--- config.mk ---
export PLATFORM = sky130hd
export DESIGN_NAME = brightest_pixel_in_quadrant_core
export DESIGN_NICKNAME = d
export VERILOG_FILES = /design/src/bpq_pkg.sv /design/src/bpq_front.sv /design/src/bpq_queue.sv /design/src/bpq_back.sv /design/src/brightest_pixel_in_quadrant_core.sv
export SDC_FILE = /design/constraint.sdc
export NUM_CORES = 1
export LEC_CHECK = 0
export ABC_CLOCK_PERIOD_IN_PS = 7000
export BUFFER_PORTS_ARGS = -buffer_cell sky130_fd_sc_hd__buf_2
export CAP_MARGIN = 20
export CORE_MARGIN = 2
export CORE_UTILIZATION = 50
export DETAILED_ROUTE_END_ITERATION = 10
export PLACE_DENSITY = 0.69
export SYNTH_ARGS = -nofsm -noshare
export SYNTH_HDL_FRONTEND = slang
export SYNTH_SLANG_ARGS = --single-unit
--- constraint.sdc ---
create_clock -name i_clk -period 7 [get_ports i_clk]
set_input_delay 1.4 -clock i_clk [delete_from_list [all_inputs] [get_ports i_clk]]
set_output_delay 1.4 -clock i_clk [all_outputs]
set_load 0.01 [all_outputs]
--- src/bpq_pkg.sv ---
// shared types and constants for the brightest pixel in quadrant block
// no dependencies
`timescale 1ns / 1ps

package bpq_pkg;

    localparam int COORD_W = 12;
    localparam int CHAN_W  = 8;

    // configuration register indexes
    localparam logic [1:0] CFG_REGION = 2'd0;
    localparam logic [1:0] CFG_WIDTH  = 2'd1;
    localparam logic [1:0] CFG_HEIGHT = 2'd2;

    localparam logic [CHAN_W-1:0] GRAY_LEVEL = 8'd40;
    localparam logic [CHAN_W:0]   SAT_OFFSET = 9'd10;

    typedef struct packed {
        logic [1:0]         region;
        logic [COORD_W-1:0] width;
        logic [COORD_W-1:0] height;
    } t_cfg;

    // one classified pixel, as queued between front and back
    typedef struct packed {
        logic              qual;
        logic              last;
        logic              has_image;
        logic [CHAN_W-1:0] red;
        logic [CHAN_W-1:0] green;
        logic [CHAN_W-1:0] blue;
        logic [CHAN_W-1:0] mx;
        logic [CHAN_W-1:0] diff;
    } t_item;

endpackage

--- src/bpq_front.sv ---
// front end: window test and max/min classification of each pixel
// depends on bpq_pkg
`timescale 1ns / 1ps

module bpq_front #(
    parameter int MAX_SIDE = 4096
) (
    input  logic                          i_valid,
    input  logic [bpq_pkg::COORD_W-1:0]   i_col,
    input  logic [bpq_pkg::COORD_W-1:0]   i_row,
    input  logic [bpq_pkg::CHAN_W-1:0]    i_red,
    input  logic [bpq_pkg::CHAN_W-1:0]    i_green,
    input  logic [bpq_pkg::CHAN_W-1:0]    i_blue,
    input  logic                          i_last_pixel,
    input  bpq_pkg::t_cfg                 i_cfg,
    input  logic                          i_full,
    output logic                          o_stall,
    output logic                          o_push,
    output bpq_pkg::t_item                o_item
);

    localparam int CW      = bpq_pkg::COORD_W;
    localparam int FULL_LIM = (1 << CW) - 1;
    localparam int SIDE_LIM = (MAX_SIDE - 1 > FULL_LIM) ? FULL_LIM : MAX_SIDE - 1;
    localparam logic [CW-1:0] C_LIM = CW'(SIDE_LIM);

    logic [CW-1:0] w, h, half, ox, oy, dc, dr;
    logic          has_image, col_ok, row_ok;
    logic [bpq_pkg::CHAN_W-1:0] mx, mn;

    always_comb begin
        w = (i_cfg.width  > C_LIM) ? C_LIM : i_cfg.width;
        h = (i_cfg.height > C_LIM) ? C_LIM : i_cfg.height;
        has_image = (w != '0) && (h != '0);
        half = ((w < h) ? w : h) >> 1;
        ox = i_cfg.region[0] ? half : '0;
        oy = i_cfg.region[1] ? half : '0;
        dc = i_col - ox;
        dr = i_row - oy;
        col_ok = (i_col >= ox) && (dc < half) && !dc[0];
        row_ok = (i_row >= oy) && (dr < half) && !dr[0];

        mx = i_red;
        mn = i_red;
        if (i_green > mx) mx = i_green;
        if (i_blue  > mx) mx = i_blue;
        if (i_green < mn) mn = i_green;
        if (i_blue  < mn) mn = i_blue;
    end

    assign o_stall = i_full;
    assign o_push  = i_valid && !i_full;

    always_comb begin
        o_item.qual      = has_image && col_ok && row_ok;
        o_item.last      = i_last_pixel;
        o_item.has_image = has_image;
        o_item.red       = i_red;
        o_item.green     = i_green;
        o_item.blue      = i_blue;
        o_item.mx        = mx;
        o_item.diff      = mx - mn;
    end

endmodule

--- src/bpq_queue.sv ---
// two-entry queue of classified pixels between front and back
// depends on bpq_pkg
`timescale 1ns / 1ps

module bpq_queue (
    input  logic           i_clk,
    input  logic           i_rst_n,
    input  logic           i_push,
    input  bpq_pkg::t_item i_item,
    output logic           o_full,
    output logic           o_avail,
    input  logic           i_pop,
    output bpq_pkg::t_item o_item
);

    bpq_pkg::t_item r_mem [2];
    logic       r_wptr, r_rptr;
    logic [1:0] r_count;

    always_ff @(posedge i_clk) begin
        if (i_push) begin
            r_mem[r_wptr] <= i_item;
        end
    end

    always_ff @(posedge i_clk) begin
        if (!i_rst_n) begin
            r_wptr  <= 1'b0;
            r_rptr  <= 1'b0;
            r_count <= 2'd0;
        end else begin
            if (i_push) r_wptr <= ~r_wptr;
            if (i_pop)  r_rptr <= ~r_rptr;
            r_count <= r_count + 2'(i_push) - 2'(i_pop);
        end
    end

    assign o_full  = (r_count == 2'd2);
    assign o_avail = (r_count != 2'd0);
    assign o_item  = r_mem[r_rptr];

endmodule

--- src/bpq_back.sv ---
// back end: saturation divider, best-pixel compare and result register
// depends on bpq_pkg
`timescale 1ns / 1ps

module bpq_back (
    input  logic                       i_clk,
    input  logic                       i_rst_n,
    input  logic                       i_avail,
    input  bpq_pkg::t_item             i_item,
    output logic                       o_pop,
    output logic                       o_valid,
    input  logic                       i_stall,
    output logic [bpq_pkg::CHAN_W-1:0] o_out_red,
    output logic [bpq_pkg::CHAN_W-1:0] o_out_green,
    output logic [bpq_pkg::CHAN_W-1:0] o_out_blue
);

    localparam int C = bpq_pkg::CHAN_W;
    localparam int RW = 2 * C + 1;    // dividend width: 510*255 + 255 fits

    localparam logic S_IDLE = 1'b0;
    localparam logic S_DIV  = 1'b1;

    logic r_state, n_state;
    logic [2:0] r_cnt, n_cnt;
    logic [RW-1:0] r_rem, n_rem, r_den, n_den;
    logic [C-1:0] r_q, n_q;
    bpq_pkg::t_item r_cur, n_cur;

    logic [C-1:0] r_hr, n_hr, r_hg, n_hg, r_hb, n_hb, r_hval, n_hval, r_hsat, n_hsat;
    logic r_out_valid, n_out_valid;
    logic [C-1:0] r_or, n_or, r_og, n_og, r_ob, n_ob;

    logic out_free, ge;
    logic [C-1:0] q_fin;
    logic [RW-1:0] dividend;

    assign out_free = !r_out_valid || !i_stall;
    assign ge       = (r_rem >= r_den);
    assign q_fin    = {r_q[C-2:0], ge};
    // 510*diff + mx
    assign dividend = (RW'(i_item.diff) << 9) - (RW'(i_item.diff) << 1) + RW'(i_item.mx);

    always_comb begin
        n_state     = r_state;
        n_cnt       = r_cnt;
        n_rem       = r_rem;
        n_den       = r_den;
        n_q         = r_q;
        n_cur       = r_cur;
        n_hr        = r_hr;
        n_hg        = r_hg;
        n_hb        = r_hb;
        n_hval      = r_hval;
        n_hsat      = r_hsat;
        n_out_valid = r_out_valid && i_stall;
        n_or        = r_or;
        n_og        = r_og;
        n_ob        = r_ob;
        o_pop       = 1'b0;

        case (r_state)
            S_IDLE: begin
                if (i_avail && out_free) begin
                    o_pop = 1'b1;
                    n_cur = i_item;
                    if (i_item.qual && (i_item.mx > r_hval)) begin
                        // candidate beats held value: resolve saturation first
                        n_state = S_DIV;
                        n_cnt   = 3'd7;
                        n_rem   = dividend;
                        n_den   = RW'({i_item.mx, 1'b0}) << 7;
                        n_q     = '0;
                    end else if (i_item.last) begin
                        n_out_valid = 1'b1;
                        n_or = i_item.has_image ? r_hr : '0;
                        n_og = i_item.has_image ? r_hg : '0;
                        n_ob = i_item.has_image ? r_hb : '0;
                        n_hr = bpq_pkg::GRAY_LEVEL;
                        n_hg = bpq_pkg::GRAY_LEVEL;
                        n_hb = bpq_pkg::GRAY_LEVEL;
                        n_hval = bpq_pkg::GRAY_LEVEL;
                        n_hsat = '0;
                    end
                end
            end
            S_DIV: begin
                n_rem = ge ? r_rem - r_den : r_rem;
                n_den = r_den >> 1;
                n_q   = q_fin;
                n_cnt = r_cnt - 3'd1;
                if (r_cnt == 3'd0) begin
                    n_state = S_IDLE;
                    // sat > hsat - 10, signed, written as sat + 10 > hsat
                    if (({1'b0, q_fin} + bpq_pkg::SAT_OFFSET) > {1'b0, r_hsat}) begin
                        n_hr   = r_cur.red;
                        n_hg   = r_cur.green;
                        n_hb   = r_cur.blue;
                        n_hval = r_cur.mx;
                        n_hsat = q_fin;
                    end
                    if (r_cur.last) begin
                        n_out_valid = 1'b1;
                        n_or = r_cur.has_image ? n_hr : '0;
                        n_og = r_cur.has_image ? n_hg : '0;
                        n_ob = r_cur.has_image ? n_hb : '0;
                        n_hr = bpq_pkg::GRAY_LEVEL;
                        n_hg = bpq_pkg::GRAY_LEVEL;
                        n_hb = bpq_pkg::GRAY_LEVEL;
                        n_hval = bpq_pkg::GRAY_LEVEL;
                        n_hsat = '0;
                    end
                end
            end
            default: begin
                n_state = S_IDLE;
            end
        endcase
    end

    always_ff @(posedge i_clk) begin
        if (!i_rst_n) begin
            r_state     <= S_IDLE;
            r_cnt       <= 3'd0;
            r_out_valid <= 1'b0;
            r_hr        <= bpq_pkg::GRAY_LEVEL;
            r_hg        <= bpq_pkg::GRAY_LEVEL;
            r_hb        <= bpq_pkg::GRAY_LEVEL;
            r_hval      <= bpq_pkg::GRAY_LEVEL;
            r_hsat      <= '0;
        end else begin
            r_state     <= n_state;
            r_cnt       <= n_cnt;
            r_out_valid <= n_out_valid;
            r_hr        <= n_hr;
            r_hg        <= n_hg;
            r_hb        <= n_hb;
            r_hval      <= n_hval;
            r_hsat      <= n_hsat;
        end
    end

    always_ff @(posedge i_clk) begin
        r_rem <= n_rem;
        r_den <= n_den;
        r_q   <= n_q;
        r_cur <= n_cur;
        r_or  <= n_or;
        r_og  <= n_og;
        r_ob  <= n_ob;
    end

    assign o_valid     = r_out_valid;
    assign o_out_red   = r_or;
    assign o_out_green = r_og;
    assign o_out_blue  = r_ob;

`ifndef ASSERT_OFF
    a_no_pop_in_div: assert property (@(posedge i_clk) disable iff (!i_rst_n)
        (r_state == S_DIV) |-> !o_pop)
        else $error("queue popped while divider busy");
    a_div_start: assert property (@(posedge i_clk) disable iff (!i_rst_n)
        (r_state == S_IDLE && n_state == S_DIV) |=> (r_cnt == 3'd7))
        else $error("divider did not start at top bit");
    a_hval_floor: assert property (@(posedge i_clk) disable iff (!i_rst_n)
        r_hval >= bpq_pkg::GRAY_LEVEL)
        else $error("held value below gray level");
    a_pop_out_free: assert property (@(posedge i_clk) disable iff (!i_rst_n)
        o_pop |-> (!r_out_valid || !i_stall))
        else $error("item taken while result register blocked");
`endif

endmodule

--- src/brightest_pixel_in_quadrant_core.sv ---
// top level of the brightest pixel in quadrant block: config registers,
// front classifier, queue and back end; depends on bpq_pkg and submodules
`timescale 1ns / 1ps
// path: queue, then back end; a pixel that beats the held value first passes the
//   8-step saturation divider in the back end
// throughput: one pixel per cycle while pixels miss the held value and i_stall is
//   low; a beating candidate holds the back end; o_stall rises when the queue fills
// reset: synchronous active low; config to zero, held colour to gray 40

module brightest_pixel_in_quadrant_core #(
    parameter int MAX_SIDE = 4096
) (
    input  logic                          i_clk,
    input  logic                          i_rst_n,
    // configuration write channel
    input  logic                          i_cfg_valid,
    output logic                          o_cfg_ready,
    input  logic [1:0]                    i_cfg_index,
    input  logic [bpq_pkg::COORD_W-1:0]   i_cfg_data,
    // pixel input channel
    input  logic                          i_valid,
    output logic                          o_stall,
    input  logic [bpq_pkg::COORD_W-1:0]   i_col,
    input  logic [bpq_pkg::COORD_W-1:0]   i_row,
    input  logic [bpq_pkg::CHAN_W-1:0]    i_red,
    input  logic [bpq_pkg::CHAN_W-1:0]    i_green,
    input  logic [bpq_pkg::CHAN_W-1:0]    i_blue,
    input  logic                          i_last_pixel,
    // result channel
    output logic                          o_valid,
    input  logic                          i_stall,
    output logic [bpq_pkg::CHAN_W-1:0]    o_out_red,
    output logic [bpq_pkg::CHAN_W-1:0]    o_out_green,
    output logic [bpq_pkg::CHAN_W-1:0]    o_out_blue
);

    bpq_pkg::t_cfg  r_cfg;
    bpq_pkg::t_item push_item, pop_item;
    logic push, full, avail, pop;

    // config writes are always taken
    assign o_cfg_ready = 1'b1;

    always_ff @(posedge i_clk) begin
        if (!i_rst_n) begin
            r_cfg <= '0;
        end else if (i_cfg_valid) begin
            case (i_cfg_index)
                bpq_pkg::CFG_REGION: r_cfg.region <= i_cfg_data[1:0];
                bpq_pkg::CFG_WIDTH:  r_cfg.width  <= i_cfg_data;
                bpq_pkg::CFG_HEIGHT: r_cfg.height <= i_cfg_data;
                default: ;  // unmapped index, transfer dropped
            endcase
        end
    end

    // front: window test, max/min, push into queue
    bpq_front #(
        .MAX_SIDE (MAX_SIDE)
    ) u_front (
        .i_valid      (i_valid),
        .i_col        (i_col),
        .i_row        (i_row),
        .i_red        (i_red),
        .i_green      (i_green),
        .i_blue       (i_blue),
        .i_last_pixel (i_last_pixel),
        .i_cfg        (r_cfg),
        .i_full       (full),
        .o_stall      (o_stall),
        .o_push       (push),
        .o_item       (push_item)
    );

    // queue decouples the front from the divider stalls
    bpq_queue u_queue (
        .i_clk   (i_clk),
        .i_rst_n (i_rst_n),
        .i_push  (push),
        .i_item  (push_item),
        .o_full  (full),
        .o_avail (avail),
        .i_pop   (pop),
        .o_item  (pop_item)
    );

    // back: saturation, compare-select, result register
    bpq_back u_back (
        .i_clk       (i_clk),
        .i_rst_n     (i_rst_n),
        .i_avail     (avail),
        .i_item      (pop_item),
        .o_pop       (pop),
        .o_valid     (o_valid),
        .i_stall     (i_stall),
        .o_out_red   (o_out_red),
        .o_out_green (o_out_green),
        .o_out_blue  (o_out_blue)
    );

endmodule
==> metrics.yaml <==
grt_first_pass_wirelength_um: 50400
drt_iter0_markers: 534
track_usage_pct: 20.7
final_cell_mix: "edfxtp_1 (184), ha_1 (128), inv_1 (98)"
synth_flop_cell: "edfxtp_1"
finalCritPeriodShare_pct: 91.0
initial_core_util_pct: 50.6
fmax_mhz: 157
hp-class: "reg2reg"
cp_data_required_time_ns: 7.26
outcome: "complete, no violations"
synth_async_sr_flop_share_pct: 0
clock_sinks: 260
synth_cells: 1294
reg2regPathDepth: 24
htreeDepth: 1
period_needed_ns: 6.37
critical_path.most_common_cell: "ha_1"
drc: 0
max_stage_delay_ns: 0.58
syn-num-nets: 1494
crit_cells: 24
core_mm2: 0.0285
seq_area_frac_synth_pct: 48.8
cts_tree: "done"
slew_violations: 0
path_cells: "inv_1, ha_1, a211o_1, a31oi_1, o41ai_1, a221o_1, mux2i_1, nor2b_1, ha_1, inv_1, fa_1, a21o_1, a21oi_2, o21ai_1, or4_1, a31o_1, a21o_1, xor2_1, ha_1, nor4_1, o2111ai_1, a211oi_1, o2111ai_1, nor4b_1"
ys_types: 73
syn_area_mm2: 0.0144
fill_cells: 2529
ys_seq_elements: 260
drtPass1Iterations: 5
setup-tns-final_ns: 0
rr_endpoint: "u_queue.r_mem[1][42]"
clock_latency_ns: 0.56
p_seq_share_pct: 37.2
dpl.hpwl_um: 23100
clockRootBuffer: "clkbuf_16"
critPathBufInv: 2
gp_congestion: 0.892
cp.arrival_ns: 6.63
finClkSkew_ns: 0.0228
holdBufCountCts: 0
critPathKind: "reg2reg"
final_common_cell: "edfxtp_1"
cts_setup_buffers: 0
p_int_w: 0.00411
io_pins: 95
final_util_pct: 56.8
cp-start-kind: "register"
min_path_cells: 1
grt-ovfl-total: 0
synth_top_area_share_pct: 38.2
power_leakage_nw: 6.63
netSwitchingFraction_pct: 36.3
multiInputGateArea_mm2: 0.00681
comb_power_share_pct: 40.0
slew_headroom_pct: 27.2
cts_max_path_buffers: 3
worst_slack_ns: 0.633
post_cts_resized: 0
hold_violations: 0
cts_made_buffers: 28
p_per_area_mw_per_mm2: 398
wl_per_cell_um: 17.7
end_kind: "register"
synth.area.top_cells: "edfxtp_1 (38%), ha_1 (11%), dfxtp_1 (11%)"
syn2layout_area_growth_pct: 12.3
portBuffers: 93
switchingPower_w: 0.00234
r2r-start: "r_cfg[2]"
ant_nets: 0
wl_um: 31500
die_w_um: 174
synth-edff-count: 184
layout.nets: 1578
path_clk_slew_ns: 0.06
drive_gt1_share_pct: 15.5
p_clk_share_pct: 22.8
grt_pass1_vias: 9688
antenna_found_initial: 2
dieArea_mm2: 0.0303
r2r_slack_ns: 0.63
cp_max_fo: 11
rsz0062_at_grt: "no"
holdPathEnd: "u_back.r_hval[0]"
critPathTopFamily: "compound AO/OA/AOI/OAI gates"
drv_cap: 0
peakVddDrop_mv: 0.195
route.vias.total: 9942
setup_viol: 0
worst_slew_pin_slew_ns: 1.09
drt-vias-per-instance: 5.57
hold_start: "u_back.r_cur[8]"
slowest_stage: "nor4b_1"
die_height_um: 174
pre_cts_slack_ns: 0.663
grt_max_degree: 45
diodes: 0
fp-row-count: 62
syn_area_per_cell_um2: 11.2
yosys_warnings: 0
register_area_mm2: 0.00705
synth_top_area_cell: "edfxtp_1"
[layout make-up]
cell class                 instances  area share, %
timing repair buffer             104           3.42
clock inverter                    10          0.524
tap                              384           2.96
multi-input combinational        886           42.0
clock buffer                      42           5.38
sequential                       260           43.4
inverter                          98           2.27
[cell usage after synthesis (3+ instances only)]
master and number:
o21ai_1 22, clkbuf_1 25, o21a_1 11, a21boi_1 3, nand2_1 71, buf_6 5, o2111ai_1 4, buf_1 7
edfxtp_1 184, nor2_1 84, o21bai_1 3, xnor2_1 36, o31ai_1 5, and2_1 17, nand2b_1 16, nor4_1 12
fa_1 4, a21o_1 19, a31oi_1 6, dfxtp_1 76, a211oi_1 4, xor2_1 19, nor2b_1 44, o31a_1 3
nor3_1 20, o211ai_1 4, mux2_2 47, a22o_1 55, buf_2 12, a21oi_1 73, nand3_1 13, and4_1 3
or3_1 7, and3_1 3, nand4_1 16, mux2i_1 60, ha_1 128, a211o_1 5, o21ai_0 25, a311o_1 3
inv_1 98
[how the worst max path moves through the flow]
stage | slack, ns | start | to
finish | 0.63 | r_cfg[2] | u_queue.r_mem[1][42]
global route | 0.19 | r_cfg[2] | u_queue.r_mem[1][42]
CTS | 0.67 | r_cfg[2] | u_queue.r_mem[1][42]
detailed placement | 0.66 | r_cfg[2] | u_queue.r_mem[1][42]
global placement | 0.69 | r_cfg[2] | u_queue.r_mem[0][42]
floorplan | 1.46 | i_red[1] | u_queue.r_mem[0][7]
[cell families after synthesis]
group / Yosys count / synth area share (%)
and+or+nand+nor: 317 / 10.9
AOI/OAI and AO/OA: 274 / 13.2
DFF: 260 / 48.8
buffers and inverters: 148 / 4.23
adders and majority gates: 132 / 11.6
muxes: 107 / 7.82
xor gates and xnor gates: 55 / 3.33
other: 1 / 0.0260
[power groups by stage]
stage | Combinational, W | Clock (W) | Sequential [W]
final | 0.00258 | 0.00147 | 0.00240
after global routing | 0.00288 | 0.00156 | 0.00244
after CTS | 0.00258 | 0.00150 | 0.00240
after detailed placement | 0.00256 | 0 | 0.00243
after global placement | 0.00250 | 0 | 0.00241
after floorplan | 0.00187 | 0 | 0.00241
[registers in the layout, summed over array words and instances, names as in the netlist, 2 cells and up, named ones only]
name,cells
u_back.r_hg,8
u_back.o_out_red,8
u_back.o_out_green,8
u_back.r_cnt,3
u_back.o_out_blue,8
u_back.r_hval,8
u_back.r_cur,34
u_back.r_hr,8
u_back.r_hsat,8
u_queue.r_count,2
u_back.r_rem,17
u_back.r_den,16
u_back.r_q,7
r_cfg,26
u_queue.r_mem,86
u_back.r_hb,8
[worst reg2reg max path, cell delays in order (launching register included)]
cell	delay, ns
dfxtp_1	0.37
inv_1	0.06
ha_1	0.29
a211o_1	0.12
a31oi_1	0.04
o41ai_1	0.40
a221o_1	0.53
mux2i_1	0.31
nor2b_1	0.20
ha_1	0.18
inv_1	0.05
fa_1	0.39
a21o_1	0.19
a21oi_2	0.17
o21ai_1	0.10
or4_1	0.43
a31o_1	0.22
a21o_1	0.22
xor2_1	0.15
ha_1	0.18
nor4_1	0.31
o2111ai_1	0.16
a211oi_1	0.27
o2111ai_1	0.18
nor4b_1	0.58
[per-layer routing]
layer	global-route usage, %	share of wire [%]
met1	28.8	47
met2	34.2	47
met3	2.49	4.6
met4	6.02	2.2
met5	0	0
[through the flow]
step	cell area [um2]	power [W]	cells	hold WS, ns
final	16200	0.00645	1784	0.450
after global routing	16200	0.00688	1784	0.469
after CTS	16200	0.00648	1784	0.458
after detailed placement	15300	0.00499	1732	0.453
after global placement	15300	0.00491	1731	0.439
after floorplan	14400	0.00428	1294	0.436
No activity file was read; power rests on OpenSTA's default activity.
